--- src/rtl/core/vmma_pkg.sv ---
package vmma_pkg;

	// block configuration
	localparam int WINDOW    = 10;
	localparam int FRAC_BITS = 4;

	// field widths
	localparam int AXIS_W = 16;
	localparam int MEAN_W = 16;

	// sum of three squares of 16-bit signed values stays below 2^32
	localparam int SQ_W  = 2 * AXIS_W;
	localparam int RAD_W = SQ_W + 2 * FRAC_BITS;
	localparam int MAG_W = RAD_W / 2;
	localparam int REM_W = MAG_W + 2;
	localparam int CNT_W = $clog2(MAG_W);

	// window bookkeeping
	localparam int SUM_W  = MAG_W + $clog2(WINDOW);
	localparam int FILL_W = $clog2(WINDOW + 1);
	localparam int SLOT_W = $clog2(WINDOW);
	localparam int RMD_W  = $clog2(2 * WINDOW);

	// reciprocal of the window length, scaled by 2^SUM_W
	localparam longint RECIP = (64'd1 << SUM_W) / WINDOW;

	// queue between magnitude front end and window back end
	localparam int QUEUE_DEPTH = 2;
	localparam int QPTR_W      = $clog2(QUEUE_DEPTH);
	localparam int QCNT_W      = $clog2(QUEUE_DEPTH + 1);

	typedef struct packed {
		logic [MAG_W-1:0] mag;
		logic             restart;
	} vmma_item_t;

	typedef struct packed {
		logic       valid;
		vmma_item_t item;
	} vmma_xfer_t;

endpackage

--- src/rtl/core/vmma_in_if.sv ---
interface vmma_in_if;
	logic                                   valid;
	logic                                   ready;
	logic signed [vmma_pkg::AXIS_W-1:0]     accel_x;
	logic signed [vmma_pkg::AXIS_W-1:0]     accel_y;
	logic signed [vmma_pkg::AXIS_W-1:0]     accel_z;
	logic                                   restart;

	modport source(output valid, output accel_x, output accel_y, output accel_z,
		output restart, input ready);
	modport sink(input valid, input accel_x, input accel_y, input accel_z,
		input restart, output ready);
endinterface

--- src/rtl/core/vmma_out_if.sv ---
interface vmma_out_if;
	logic                           valid;
	logic                           ready;
	logic [vmma_pkg::MEAN_W-1:0]    window_mean;

	modport source(output valid, output window_mean, input ready);
	modport sink(input valid, input window_mean, output ready);
endinterface

--- src/rtl/core/vmma_front.sv ---
module vmma_front (
	input  logic                 clk,
	input  logic                 arst_n,
	vmma_in_if.sink              samples,
	output vmma_pkg::vmma_xfer_t push,
	input  logic                 full
);

	typedef enum logic [3:0] {
		F_IDLE = 4'b0001,
		F_LOAD = 4'b0010,
		F_ROOT = 4'b0100,
		F_PUSH = 4'b1000
	} front_state_t;

	front_state_t state_q;

	logic [vmma_pkg::CNT_W-1:0]    cnt_q;
	logic [vmma_pkg::SQ_W-1:0]     sqx_q, sqy_q, sqz_q;
	logic                          restart_q;
	logic [vmma_pkg::RAD_W-1:0]    rad_q;
	logic [vmma_pkg::REM_W-1:0]    rem_q;
	logic [vmma_pkg::MAG_W-1:0]    root_q;

	logic signed [vmma_pkg::SQ_W-1:0] prod_x, prod_y, prod_z;
	logic [vmma_pkg::SQ_W-1:0]        sq_sum;
	logic [vmma_pkg::REM_W-1:0]       rem_shift, trial;
	logic                             take;

	assign samples.ready = (state_q == F_IDLE);

	assign prod_x = vmma_pkg::SQ_W'(samples.accel_x) * vmma_pkg::SQ_W'(samples.accel_x);
	assign prod_y = vmma_pkg::SQ_W'(samples.accel_y) * vmma_pkg::SQ_W'(samples.accel_y);
	assign prod_z = vmma_pkg::SQ_W'(samples.accel_z) * vmma_pkg::SQ_W'(samples.accel_z);
	assign sq_sum = sqx_q + sqy_q + sqz_q;

	// one root bit per cycle, two radicand bits shifted in
	assign rem_shift = {rem_q[vmma_pkg::REM_W-3:0], rad_q[vmma_pkg::RAD_W-1 -: 2]};
	assign trial     = {root_q, 2'b01};
	assign take      = (rem_shift >= trial);

	assign push.valid        = (state_q == F_PUSH);
	assign push.item.mag     = root_q;
	assign push.item.restart = restart_q;

	always_ff @(posedge clk or negedge arst_n) begin
		if (!arst_n) begin
			state_q <= F_IDLE;
			cnt_q   <= '0;
		end else begin
			case (state_q)
				F_IDLE: begin
					if (samples.valid) state_q <= F_LOAD;
				end
				F_LOAD: begin
					cnt_q   <= '0;
					state_q <= F_ROOT;
				end
				F_ROOT: begin
					cnt_q <= cnt_q + 1'b1;
					if (cnt_q == vmma_pkg::CNT_W'(vmma_pkg::MAG_W - 1)) state_q <= F_PUSH;
				end
				F_PUSH: begin
					if (!full) state_q <= F_IDLE;
				end
				default: state_q <= F_IDLE;
			endcase
		end
	end

	always_ff @(posedge clk) begin
		if (state_q == F_IDLE && samples.valid) begin
			sqx_q     <= unsigned'(prod_x);
			sqy_q     <= unsigned'(prod_y);
			sqz_q     <= unsigned'(prod_z);
			restart_q <= samples.restart;
		end
		if (state_q == F_LOAD) begin
			rad_q  <= vmma_pkg::RAD_W'(sq_sum) << (2 * vmma_pkg::FRAC_BITS);
			rem_q  <= '0;
			root_q <= '0;
		end
		if (state_q == F_ROOT) begin
			rad_q  <= rad_q << 2;
			rem_q  <= take ? (rem_shift - trial) : rem_shift;
			root_q <= {root_q[vmma_pkg::MAG_W-2:0], take};
		end
	end

endmodule

--- src/rtl/core/vmma_queue.sv ---
module vmma_queue (
	input  logic                 clk,
	input  logic                 arst_n,
	input  vmma_pkg::vmma_xfer_t push,
	output logic                 full,
	output vmma_pkg::vmma_xfer_t head,
	input  logic                 pop
);

	vmma_pkg::vmma_item_t entries_q [vmma_pkg::QUEUE_DEPTH];

	logic [vmma_pkg::QPTR_W-1:0] wr_q, rd_q;
	logic [vmma_pkg::QCNT_W-1:0] count_q;
	logic                        do_push, do_pop;

	assign full       = (count_q == vmma_pkg::QCNT_W'(vmma_pkg::QUEUE_DEPTH));
	assign head.valid = (count_q != '0);
	assign head.item  = entries_q[rd_q];
	assign do_push    = push.valid && !full;
	assign do_pop     = pop && head.valid;

	always_ff @(posedge clk or negedge arst_n) begin
		if (!arst_n) begin
			wr_q    <= '0;
			rd_q    <= '0;
			count_q <= '0;
		end else begin
			if (do_push) begin
				wr_q <= (wr_q == vmma_pkg::QPTR_W'(vmma_pkg::QUEUE_DEPTH - 1)) ? '0 : wr_q + 1'b1;
			end
			if (do_pop) begin
				rd_q <= (rd_q == vmma_pkg::QPTR_W'(vmma_pkg::QUEUE_DEPTH - 1)) ? '0 : rd_q + 1'b1;
			end
			if (do_push && !do_pop) count_q <= count_q + 1'b1;
			else if (do_pop && !do_push) count_q <= count_q - 1'b1;
		end
	end

	always_ff @(posedge clk) begin
		if (do_push) entries_q[wr_q] <= push.item;
	end

	a_count_bound: assert property (@(posedge clk) disable iff (!arst_n)
		count_q <= vmma_pkg::QCNT_W'(vmma_pkg::QUEUE_DEPTH))
		else $error("queue count beyond depth");

	a_no_push_full: assert property (@(posedge clk) disable iff (!arst_n)
		full |-> !push.valid || !do_push)
		else $error("queue written while full");

endmodule

--- src/rtl/core/vmma_back.sv ---
module vmma_back (
	input  logic                 clk,
	input  logic                 arst_n,
	input  vmma_pkg::vmma_xfer_t head,
	output logic                 pop,
	vmma_out_if.source           means
);

	typedef enum logic [4:0] {
		B_IDLE = 5'b00001,
		B_SUM  = 5'b00010,
		B_DIV  = 5'b00100,
		B_REM  = 5'b01000,
		B_OUT  = 5'b10000
	} back_state_t;

	back_state_t state_q;

	logic [vmma_pkg::MAG_W-1:0]    line_q [vmma_pkg::WINDOW];
	logic [vmma_pkg::MAG_W-1:0]    rd_q, mag_q;
	logic [vmma_pkg::SUM_W-1:0]    sum_q, quot_q;
	logic [vmma_pkg::FILL_W-1:0]   fill_q;
	logic [vmma_pkg::SLOT_W-1:0]   slot_q;
	logic [2*vmma_pkg::SUM_W-1:0]  prod_q;
	logic [vmma_pkg::RMD_W-1:0]    rmd_q;
	logic                          ovalid_q;
	logic [vmma_pkg::MEAN_W-1:0]   mean_q;

	logic                          full_win, out_load;
	logic [vmma_pkg::SLOT_W-1:0]   rd_slot;
	logic [vmma_pkg::SUM_W-1:0]    sum_next, quot_est, quot_w, quot_fix;

	assign pop      = (state_q == B_IDLE) && head.valid;
	assign rd_slot  = head.item.restart ? '0 : slot_q;
	assign full_win = (fill_q == vmma_pkg::FILL_W'(vmma_pkg::WINDOW));
	assign sum_next = sum_q - (full_win ? vmma_pkg::SUM_W'(rd_q) : '0)
		+ vmma_pkg::SUM_W'(mag_q);

	// reciprocal estimate is low by at most one
	assign quot_est = prod_q[2*vmma_pkg::SUM_W-1:vmma_pkg::SUM_W];
	assign quot_w   = quot_est * vmma_pkg::SUM_W'(vmma_pkg::WINDOW);
	assign quot_fix = quot_q
		+ vmma_pkg::SUM_W'(rmd_q >= vmma_pkg::RMD_W'(vmma_pkg::WINDOW));

	assign out_load = (state_q == B_OUT) && (!ovalid_q || means.ready);

	assign means.valid       = ovalid_q;
	assign means.window_mean = mean_q;

	always_ff @(posedge clk or negedge arst_n) begin
		if (!arst_n) begin
			state_q  <= B_IDLE;
			fill_q   <= '0;
			slot_q   <= '0;
			sum_q    <= '0;
			ovalid_q <= 1'b0;
		end else begin
			case (state_q)
				B_IDLE: begin
					if (head.valid) begin
						if (head.item.restart) begin
							fill_q <= '0;
							slot_q <= '0;
							sum_q  <= '0;
						end
						state_q <= B_SUM;
					end
				end
				B_SUM: begin
					sum_q  <= sum_next;
					slot_q <= (slot_q == vmma_pkg::SLOT_W'(vmma_pkg::WINDOW - 1)) ? '0 : slot_q + 1'b1;
					if (!full_win) fill_q <= fill_q + 1'b1;
					if (full_win || fill_q == vmma_pkg::FILL_W'(vmma_pkg::WINDOW - 1)) begin
						state_q <= B_DIV;
					end else begin
						state_q <= B_IDLE;
					end
				end
				B_DIV: state_q <= B_REM;
				B_REM: state_q <= B_OUT;
				B_OUT: begin
					if (out_load) state_q <= B_IDLE;
				end
				default: state_q <= B_IDLE;
			endcase
			// output register: loaded with a new mean, or emptied when taken
			if (out_load) ovalid_q <= 1'b1;
			else if (means.ready) ovalid_q <= 1'b0;
		end
	end

	// magnitude delay line
	always_ff @(posedge clk) begin
		if (pop) rd_q <= line_q[rd_slot];
		if (state_q == B_SUM) line_q[slot_q] <= mag_q;
	end

	always_ff @(posedge clk) begin
		if (pop) mag_q <= head.item.mag;
		if (state_q == B_DIV) begin
			prod_q <= (2*vmma_pkg::SUM_W)'(sum_q) * (2*vmma_pkg::SUM_W)'(vmma_pkg::RECIP);
		end
		if (state_q == B_REM) begin
			quot_q <= quot_est;
			rmd_q  <= vmma_pkg::RMD_W'(sum_q - quot_w);
		end
		if (out_load) mean_q <= vmma_pkg::MEAN_W'(quot_fix >> vmma_pkg::FRAC_BITS);
	end

	a_fill_bound: assert property (@(posedge clk) disable iff (!arst_n)
		fill_q <= vmma_pkg::FILL_W'(vmma_pkg::WINDOW))
		else $error("fill count beyond window");

	a_slot_bound: assert property (@(posedge clk) disable iff (!arst_n)
		slot_q <= vmma_pkg::SLOT_W'(vmma_pkg::WINDOW - 1))
		else $error("write slot beyond window");

	a_result_full: assert property (@(posedge clk) disable iff (!arst_n)
		(state_q == B_DIV) |-> full_win)
		else $error("mean computed on a partial window");

endmodule

--- src/rtl/core/vector_magnitude_moving_average_top.sv ---
// a sample passes the front end load, root and push states and the queue; the back end
//   sums it in and, once the window is full, divides, corrects and registers the mean
// the front end takes a new sample only after pushing the last magnitude, and its
//   bit-serial square root, one root bit per cycle, limits the sample rate
// reset: arst_n asynchronous active low, clears control state, window sum and fill count
module vector_magnitude_moving_average_top (
	input  logic        clk,
	input  logic        arst_n,
	vmma_in_if.sink     samples,
	vmma_out_if.source  means
);

	// front end: squares the three axes, sums them and takes the integer
	// square root of the sum scaled by 2^(2*FRAC_BITS); one item in flight
	vmma_pkg::vmma_xfer_t push;
	logic                 full;

	// queue output toward the window back end
	vmma_pkg::vmma_xfer_t head;
	logic                 pop;

	vmma_front u_front (
		.clk     (clk),
		.arst_n  (arst_n),
		.samples (samples),
		.push    (push),
		.full    (full)
	);

	// short queue so the front end keeps working while the back end waits
	// on a stalled result transaction
	vmma_queue u_queue (
		.clk    (clk),
		.arst_n (arst_n),
		.push   (push),
		.full   (full),
		.head   (head),
		.pop    (pop)
	);

	// back end: restart handling, delay line with running sum, and the
	// mean by reciprocal multiply with a one-step correction; the output
	// register holds a finished mean until the sink takes it
	vmma_back u_back (
		.clk    (clk),
		.arst_n (arst_n),
		.head   (head),
		.pop    (pop),
		.means  (means)
	);

endmodule

--- src/flat_wrapper.sv ---
// flat-port wrapper written by rule: the top's interface ports become plain ports
module vector_magnitude_moving_average_top_flat 
  (clk, arst_n, samples_valid, samples_accel_x, samples_accel_y, samples_accel_z, samples_restart, samples_ready, means_valid, means_window_mean, means_ready);
  vmma_in_if samples_i ();
  vmma_out_if means_i ();
  input  logic clk;
  input  logic arst_n;
  input wire logic [$bits(samples_i.valid)-1:0] samples_valid;
  input wire logic [$bits(samples_i.accel_x)-1:0] samples_accel_x;
  input wire logic [$bits(samples_i.accel_y)-1:0] samples_accel_y;
  input wire logic [$bits(samples_i.accel_z)-1:0] samples_accel_z;
  input wire logic [$bits(samples_i.restart)-1:0] samples_restart;
  output wire logic [$bits(samples_i.ready)-1:0] samples_ready;
  output wire logic [$bits(means_i.valid)-1:0] means_valid;
  output wire logic [$bits(means_i.window_mean)-1:0] means_window_mean;
  input wire logic [$bits(means_i.ready)-1:0] means_ready;
  assign samples_i.valid = samples_valid;
  assign samples_i.accel_x = samples_accel_x;
  assign samples_i.accel_y = samples_accel_y;
  assign samples_i.accel_z = samples_accel_z;
  assign samples_i.restart = samples_restart;
  assign samples_ready = samples_i.ready;
  assign means_valid = means_i.valid;
  assign means_window_mean = means_i.window_mean;
  assign means_i.ready = means_ready;
  vector_magnitude_moving_average_top u_core (.clk(clk), .arst_n(arst_n), .samples(samples_i), .means(means_i));
endmodule
--- config.mk ---
export PLATFORM = sky130hd
export DESIGN_NAME = vector_magnitude_moving_average_top_flat
export DESIGN_NICKNAME = d
export VERILOG_FILES = /design/src/rtl/core/vmma_pkg.sv /design/src/rtl/core/vmma_in_if.sv /design/src/rtl/core/vmma_out_if.sv /design/src/rtl/core/vmma_front.sv /design/src/rtl/core/vmma_queue.sv /design/src/rtl/core/vmma_back.sv /design/src/rtl/core/vector_magnitude_moving_average_top.sv /design/src/flat_wrapper.sv
export SDC_FILE = /design/constraint.sdc
export NUM_CORES = 2
export LEC_CHECK = 0
export BUFFER_PORTS_ARGS = -buffer_cell sky130_fd_sc_hd__buf_2
export CAP_MARGIN = 5
export CORE_MARGIN = 10
export CORE_UTILIZATION = 45
export DETAILED_ROUTE_END_ITERATION = 16
export PLACE_DENSITY = 0.57
export SETUP_SLACK_MARGIN = 0.5
export SYNTH_ARGS = -nofsm -noshare
export SYNTH_HDL_FRONTEND = slang
export SYNTH_SLANG_ARGS = --single-unit
--- constraint.sdc ---
create_clock -name clk -period 13.1 [get_ports clk]
set_input_delay 2.62 -clock clk [delete_from_list [all_inputs] [get_ports clk]]
set_output_delay 2.62 -clock clk [all_outputs]
set_load 0.1 [all_outputs]
* Word-level counts from Yosys, hierarchy flattened
Memory sizes are Yosys's and may differ from the RTL's. A register that Yosys moved wholly into a read port is not among the register bits.
Index checks and enable logic that the tools add are counted.
** Operators by class
- Add/sub/neg operators :: 14
- Multiply operators :: 5
- Order comparisons :: 2
- Equality and inequality tests :: 21
- Muxes and demuxes :: 38
- Reductions and logical operators :: 23
** Operators with widths (number)
- 20-bit 2-to-1 mux :: 6
- 16-bit by 16-bit multiplier with 32-bit output :: 3
- 40-bit 2-to-1 mux :: 2
- 32-bit adder :: 2
- 24-bit 2-to-1 mux :: 2
- 24-bit case mux with 2 select lines :: 1
- 24-bit by 21-bit multiplier with 45-bit output (second input constant) :: 1
- 4-bit 2-to-1 mux :: 9
- 5-bit case mux with 5 select lines :: 1
- 24-bit by 20-bit adder with 24-bit output :: 1
- 24-bit by 20-bit subtractor with 24-bit output :: 1
- 22-bit greater-or-equal comparator :: 1
- 21-bit by 3-bit multiplier with 4-bit output (second input constant) :: 1
- 20-bit by 1-bit adder with 20-bit output :: 1
- 20-bit subtractor :: 1
- 4-bit == test (second input constant) :: 4
- 4-bit case mux with 2 select lines :: 2
- 4-bit case mux with 4 select lines :: 1
- 2-bit inequality test (second input constant) :: 6
- 5-bit == test (second input constant) :: 2
- 5-bit 2-to-1 mux :: 2
- 5-bit case mux with 2 select lines :: 1
- 2-bit nonzero test :: 5
- 4-bit by 1-bit adder with 4-bit output (second input constant) :: 2
- other kinds (24) :: 45
** Word-level totals
- Register bits after elaboration :: 326
- RAM bits :: 242
- Bits of input ports :: 53
- Output and inout bits :: 18
- Logic and storage cells :: 128
- Memories :: 2
** Memories
- u_core.u_back.line_q :: depth 10, width 20, read ports 1, clocked after Yosys merged registers in 1, wr ports 1, RTL line vmma_back.sv:19 : logic [vmma_pkg::MAG_W-1:0] line_q [vmma_pkg::WINDOW];
- u_core.u_queue.entries_q :: depth 2, width 21, read ports 1, clocked after Yosys merged registers in 0, wr ports 1, RTL line vmma_queue.sv:10 : vmma_pkg::vmma_item_t entries_q [vmma_pkg::QUEUE_DEPTH];

* Depth between registers and ports, before layout
- Word-level depth :: 7
- Mapped depth :: 26
- Depth with buffers taken out :: 24

* Cells and area by module
A second synthesis with hierarchy kept.
** Unflattened totals
- Cells, all modules :: 5693
- Area, all modules :: 61183.7 um^2
** By module, submodules not included
- vmma_front :: times used 1, cells each 3768, area each 36376.1 um^2, sequential area each 5211.2 um^2
- vmma_back :: times used 1, cells each 1841, area each 23008.3 um^2, sequential area each 9960.8 um^2
- vmma_queue :: times used 1, cells each 84, area each 1799.2 um^2, sequential area each 1361.3 um^2

* Worst setup path before layout
OpenSTA, ideal clock, no wires.
- Path kind :: input -> register
- Start point :: input port samples_accel_z[1]
- End point :: register u_core.u_front.sqz_q[31] (netlist bit) (data pin)
- Setup time :: 265 ps
- Arrival time :: 8472 ps
- Data required time :: 12835 ps
- Setup slack :: 4363 ps
- Stages :: 22
- Buffers on the path :: 2
- Cells stage by stage :: clkbuf_1 -> clkbuf_1 -> nand2_1 -> fa_1 -> fa_1 -> fa_1 -> inv_1 -> fa_1 -> fa_1 -> inv_1 -> fa_1 -> inv_1 -> ha_1 -> a21o_1 -> a21o_1 -> a21o_1 -> a32o_1 -> o31a_1 -> a21oi_2 -> o31ai_1 -> and4_1 -> or3_1
** Between the ends
- Longest elaborated chain between the ends :: 1
** RTL lines
- from (decl) :: RTL line flat_wrapper.sv:11 : input wire logic [$bits(samples_i.accel_z)-1:0] samples_accel_z;
- 16-bit by 16-bit multiplier with 32-bit output :: RTL line vmma_front.sv:34 : assign prod_z = vmma_pkg::SQ_W'(samples.accel_z) * vmma_pkg::SQ_W'(samples.accel_z);
- net u_core.u_front.prod_z (one bit) :: RTL line vmma_front.sv:25 : logic signed [vmma_pkg::SQ_W-1:0] prod_x, prod_y, prod_z;
- to (signal assigned) :: RTL line vmma_front.sv:75 : sqz_q <= unsigned'(prod_z);
- to (decl) :: RTL line vmma_front.sv:19 : logic [vmma_pkg::SQ_W-1:0] sqx_q, sqy_q, sqz_q;
The timed path passes the listed nets, and every way through them passes these cells.
A chain may end at the register's enable or synchronous reset.

* Final worst setup path
- Start point :: input port samples_accel_y[15]
- End point :: register u_core.u_front.sqy_q[31] (netlist bit) (data pin)
** Between the ends
- Longest elaborated chain between the ends :: 1
** RTL lines
- from (decl) :: RTL line flat_wrapper.sv:10 : input wire logic [$bits(samples_i.accel_y)-1:0] samples_accel_y;
- 16-bit by 16-bit multiplier with 32-bit output :: RTL line vmma_front.sv:33 : assign prod_y = vmma_pkg::SQ_W'(samples.accel_y) * vmma_pkg::SQ_W'(samples.accel_y);
- net u_core.u_front.prod_y (one bit) :: RTL line vmma_front.sv:25
- to (signal assigned) :: RTL line vmma_front.sv:74 : sqy_q <= unsigned'(prod_y);
- to (decl) :: RTL line vmma_front.sv:19
The timed path passes the listed nets, and every way through them passes these cells.

==> summary.txt <==
Status
  • Run status: finished clean

Clock tree
  • Clock latency reported for the late side of the worst-skew pair: 0.67 ns
  • Number of clock sinks: 559
  • Hold buffer count at cts: 0
  • Clock buffer depth: 3
  • TritonCTS clock tree: done
  • Number of buffers inserted to repair setup after CTS: 0
  • Number of buffers created by CTS: 60
  • CTS H-tree lvls: 2
  • CTS Root Cell: sky130_fd_sc_hd__clkbuf_16
  • # resized after CTS: 0
  • Clock-pin slew reported for the worst setup and hold paths after clock tree synthesis: 0.06 ns

Final layout
  • Ratio of cells with drive above 1 in the final layout: 4.85%
  • Total Nets Final: 7225
  • Fillcell total: 12300
  • Layout Utilization: 48.4%
  • Storage element area: 16500 um2
  • Area of combinational cells with multiple inputs: 38100 um2
  • Number of inserted diodes: 0
  • Area growth from synthesis to layout: 7.15%

Logic synthesis
  • Post-synthesis sequential area ratio: 27.5%
  • Area of the mapped netlist: 60200 um2
  • Async SR Flop Fraction: 9.12%
  • Synthesized instance count: 5657
  • Most used flip-flop cell after synthesis: sky130_fd_sc_hd__edfxtp_1
  • Number of synthesized register bits: 559
  • Number of enable-type register cells in the synthesized netlist: 508
  • Synth Area per Inst: 10.6 um2
  • Number of distinct standard cells referenced by the synthesized netlist: 81
  • Number of warnings reported in the yosys synthesis log: 0

STA
  • Hold violation total from the final report: 0
  • Worst-case clock skew: 0.0936 ns
  • Number of endpoints failing setup at the final stage: 0
  • Worst rel slew slack: 31.1%
  • Post-route setup slack: 4.22 ns
  • Crit path time final: 8.88 ns
  • Aggregate negative setup slack: 0 ns
  • Count of final max-slew check failures: 0
  • RSZ-0062 raised after global routing: false
  • Final worst-path cycle share: 67.8%
  • Highest clock rate: 113 MHz
  • Slew @ Worst Pin: 1.03 ns

Drt
  • Routed wire per std cell: 17.5 um
  • Remaining routing DRC violations: 0
  • DR iter-0 viols: 2074
  • Length of the first detailed-routing pass in iterations: 7
  • DRT Wirelength: 131000 um
  • Detail-routed via count per cell: 5.09
  • Total via count after detailed routing: 38200
  • Remaining number of nets flagged by the antenna check after routing: 0

Worst setup path
  • Worst Path Max Fanout: 19
  • Sort of element at the end of the critical path: flip-flop
  • Path depth of the worst reg2reg path: 21
  • Crit Path Class: in2reg
  • Required time of the worst setup path: 13.47 ns
  • Arrival time of the worst setup path: 9.25 ns
  • Kind of start point of the critical path: primary input

Floorplan
  • Overall die area: 149000 um2
  • Std-Cell Rows: 134
  • Area inside the core boundary: 133000 um2
  • Num ports: 71
  • Die Y: 386 um
  • Initial Utilization: 45.2%
  • Die width: 386 um

GRT
  • Total GRT Usage: 18.2%
  • Pin count of the biggest net entering global routing: 68
  • First-pass GRT wire length: 218000 um
  • Number of antenna violations at the first check in global routing: 1
  • Leftover overflow at the end of global routing: 0
  • Vias in the first global route: 41200

Placed design
  • Setup slack after placement: 3.52 ns
  • Routability-driven placement congestion ratio: 0.859
  • Buffers added on ports: 70
  • Half-perimeter wire length after placement: 104000 um

Min path
  • WHS Path Cells: 0
  • Worst min-delay path category: reg2reg

Job
  • Count of maximum capacitance violations: 0
[Yosys cell counts, types with 33 or more instances]
library cell               instances  share of area [%]
sky130_fd_sc_hd__xor2_1           79                1.1
sky130_fd_sc_hd__o21ai_0         113               0.94
sky130_fd_sc_hd__nor3_1           33               0.27
sky130_fd_sc_hd__a21oi_1         200                1.7
sky130_fd_sc_hd__clkbuf_1        134               0.84
sky130_fd_sc_hd__and3_1           35               0.36
sky130_fd_sc_hd__xnor2_1         169                2.5
sky130_fd_sc_hd__nor2_1          261                1.6
sky130_fd_sc_hd__and2_1          129                1.3
sky130_fd_sc_hd__nand2_1         436                2.7
sky130_fd_sc_hd__inv_1          1357                8.5
sky130_fd_sc_hd__ha_1            574                 12
sky130_fd_sc_hd__nand3_1          85               0.71
sky130_fd_sc_hd__edfxtp_1        508                 25
sky130_fd_sc_hd__fa_1            919                 31
sky130_fd_sc_hd__a21o_1           77               0.96
sky130_fd_sc_hd__a211oi_1         50               0.62
sky130_fd_sc_hd__dfrtp_1          49                2.0
sky130_fd_sc_hd__mux2i_1          40               0.67
[sequential cells by signal, summed over array words and instances (netlist names), 24 cells and up]
signal / count
u_core.u_front.sqy_q: 31
u_core.u_queue.entries_q: 42
u_core.u_front.sqz_q: 31
u_core.u_back.sum_q: 24
u_core.u_back.line_q: 200
u_core.u_front.rad_q: 32
u_core.u_front.sqx_q: 31
[cells in the final DEF (no fill, tap or decap), types with 17 or more instances in the layout]
cell type	n
sky130_fd_sc_hd__inv_1	1355
sky130_fd_sc_hd__o21ai_0	113
sky130_fd_sc_hd__buf_2	70
sky130_fd_sc_hd__dfrtp_1	48
sky130_fd_sc_hd__fa_1	919
sky130_fd_sc_hd__a221oi_1	20
sky130_fd_sc_hd__nor2b_1	26
sky130_fd_sc_hd__and3_1	35
sky130_fd_sc_hd__nor2_1	254
sky130_fd_sc_hd__a21oi_1	200
sky130_fd_sc_hd__nand3_1	85
sky130_fd_sc_hd__nand2_1	435
sky130_fd_sc_hd__mux2i_1	39
sky130_fd_sc_hd__nand4_1	17
sky130_fd_sc_hd__clkbuf_16	60
sky130_fd_sc_hd__nand2b_1	28
sky130_fd_sc_hd__o21bai_1	17
sky130_fd_sc_hd__ha_1	574
sky130_fd_sc_hd__a31o_2	17
sky130_fd_sc_hd__nor3_1	29
sky130_fd_sc_hd__xor2_1	79
sky130_fd_sc_hd__buf_4	36
sky130_fd_sc_hd__a211oi_1	50
sky130_fd_sc_hd__mux2_2	22
sky130_fd_sc_hd__edfxtp_1	508
sky130_fd_sc_hd__a21o_1	77
sky130_fd_sc_hd__a311oi_1	25
sky130_fd_sc_hd__xnor2_1	169
sky130_fd_sc_hd__and2_1	130
sky130_fd_sc_hd__o21a_1	22
[critical path, stage by stage]
cell	delay, ns
sky130_fd_sc_hd__buf_2	0.35
sky130_fd_sc_hd__inv_1	0.36
sky130_fd_sc_hd__nor2_1	0.30
sky130_fd_sc_hd__fa_1	0.60
sky130_fd_sc_hd__fa_1	0.71
sky130_fd_sc_hd__inv_1	0.18
sky130_fd_sc_hd__fa_1	0.52
sky130_fd_sc_hd__inv_1	0.07
sky130_fd_sc_hd__fa_1	0.49
sky130_fd_sc_hd__fa_1	0.50
sky130_fd_sc_hd__inv_1	0.05
sky130_fd_sc_hd__fa_1	0.47
sky130_fd_sc_hd__inv_1	0.04
sky130_fd_sc_hd__ha_1	0.38
sky130_fd_sc_hd__nand2_1	0.07
sky130_fd_sc_hd__o21ai_0	0.42
sky130_fd_sc_hd__nand2b_1	0.18
sky130_fd_sc_hd__o31ai_1	0.08
sky130_fd_sc_hd__nor3_1	0.37
sky130_fd_sc_hd__nor4_2	0.10
sky130_fd_sc_hd__o21bai_1	0.13
sky130_fd_sc_hd__a21oi_1	0.09
sky130_fd_sc_hd__xnor2_1	0.13
[cell type report]
| type | count | area share [%] |
|---|---|---|
| Clock buffer | 76 | 2.47 |
| Inverter | 1359 | 7.91 |
| Sequential cell | 559 | 25.6 |
| Timing Repair Buffer | 106 | 0.962 |
| Clock inverter | 36 | 0.574 |
| Tap cell | 1768 | 3.43 |
| Multi-Input combinational cell | 3593 | 59.0 |
[kinds of logic after synthesis]
group	count (synthesis)	synth area share [%]
compound gates	666	7.25
xor+xnor	248	3.61
fa+ha+maj	1493	42.5
buf+inv	1507	9.41
flops	559	27.5
mux	62	1.08
other cells	1	0.00623
simple gates	1121	8.68
[final timing paths]
kind	end	startpoint	slack, ns
min	u_core.u_back.quot_q[6]$_DFFE_PP_	u_core.u_back.prod_q[30]$_DFFE_PN_	0.42
max	u_core.u_front.sqy_q[31]$_DFFE_PP_	samples_accel_y[15]	4.22
min in group asynchronous	u_core.u_back.sum_q[8]$_DFFE_PN0P_	arst_n	2.07
max reg2reg	u_core.u_back.prod_q[43]$_DFFE_PN_	u_core.u_back.sum_q[10]$_DFFE_PN0P_	6.22
min reg2reg	u_core.u_back.quot_q[6]$_DFFE_PP_	u_core.u_back.prod_q[30]$_DFFE_PN_	0.42
max in group asynchronous	u_core.u_back.slot_q[0]$_DFFE_PN0P_	arst_n	10.41
[layer usage]
layer / GRT usage (%) / vias to the layer above / routed length, um
met5: 0 / - / 0
met4: 4.27 / 0 / 2990
met3: 1.63 / 166 / 4420
met2: 32.2 / 664 / 66700
met1: 23.9 / 19300 / 57200
li1: - / 18000 / -
[metrics by stage]
stage | std cells | hold slack, ns | area [um2]
after floorplan | 5659 | 0.400 | 60200
after global placement | 7385 | 0.403 | 62500
after detailed placement | 7385 | 0.406 | 62500
after CTS | 7497 | 0.419 | 64500
after global routing | 7497 | 0.426 | 64500
final | 7497 | 0.417 | 64500
Power is not shown: default switching activity piles up to over one toggle a cycle in this logic, so the estimate is an artifact.
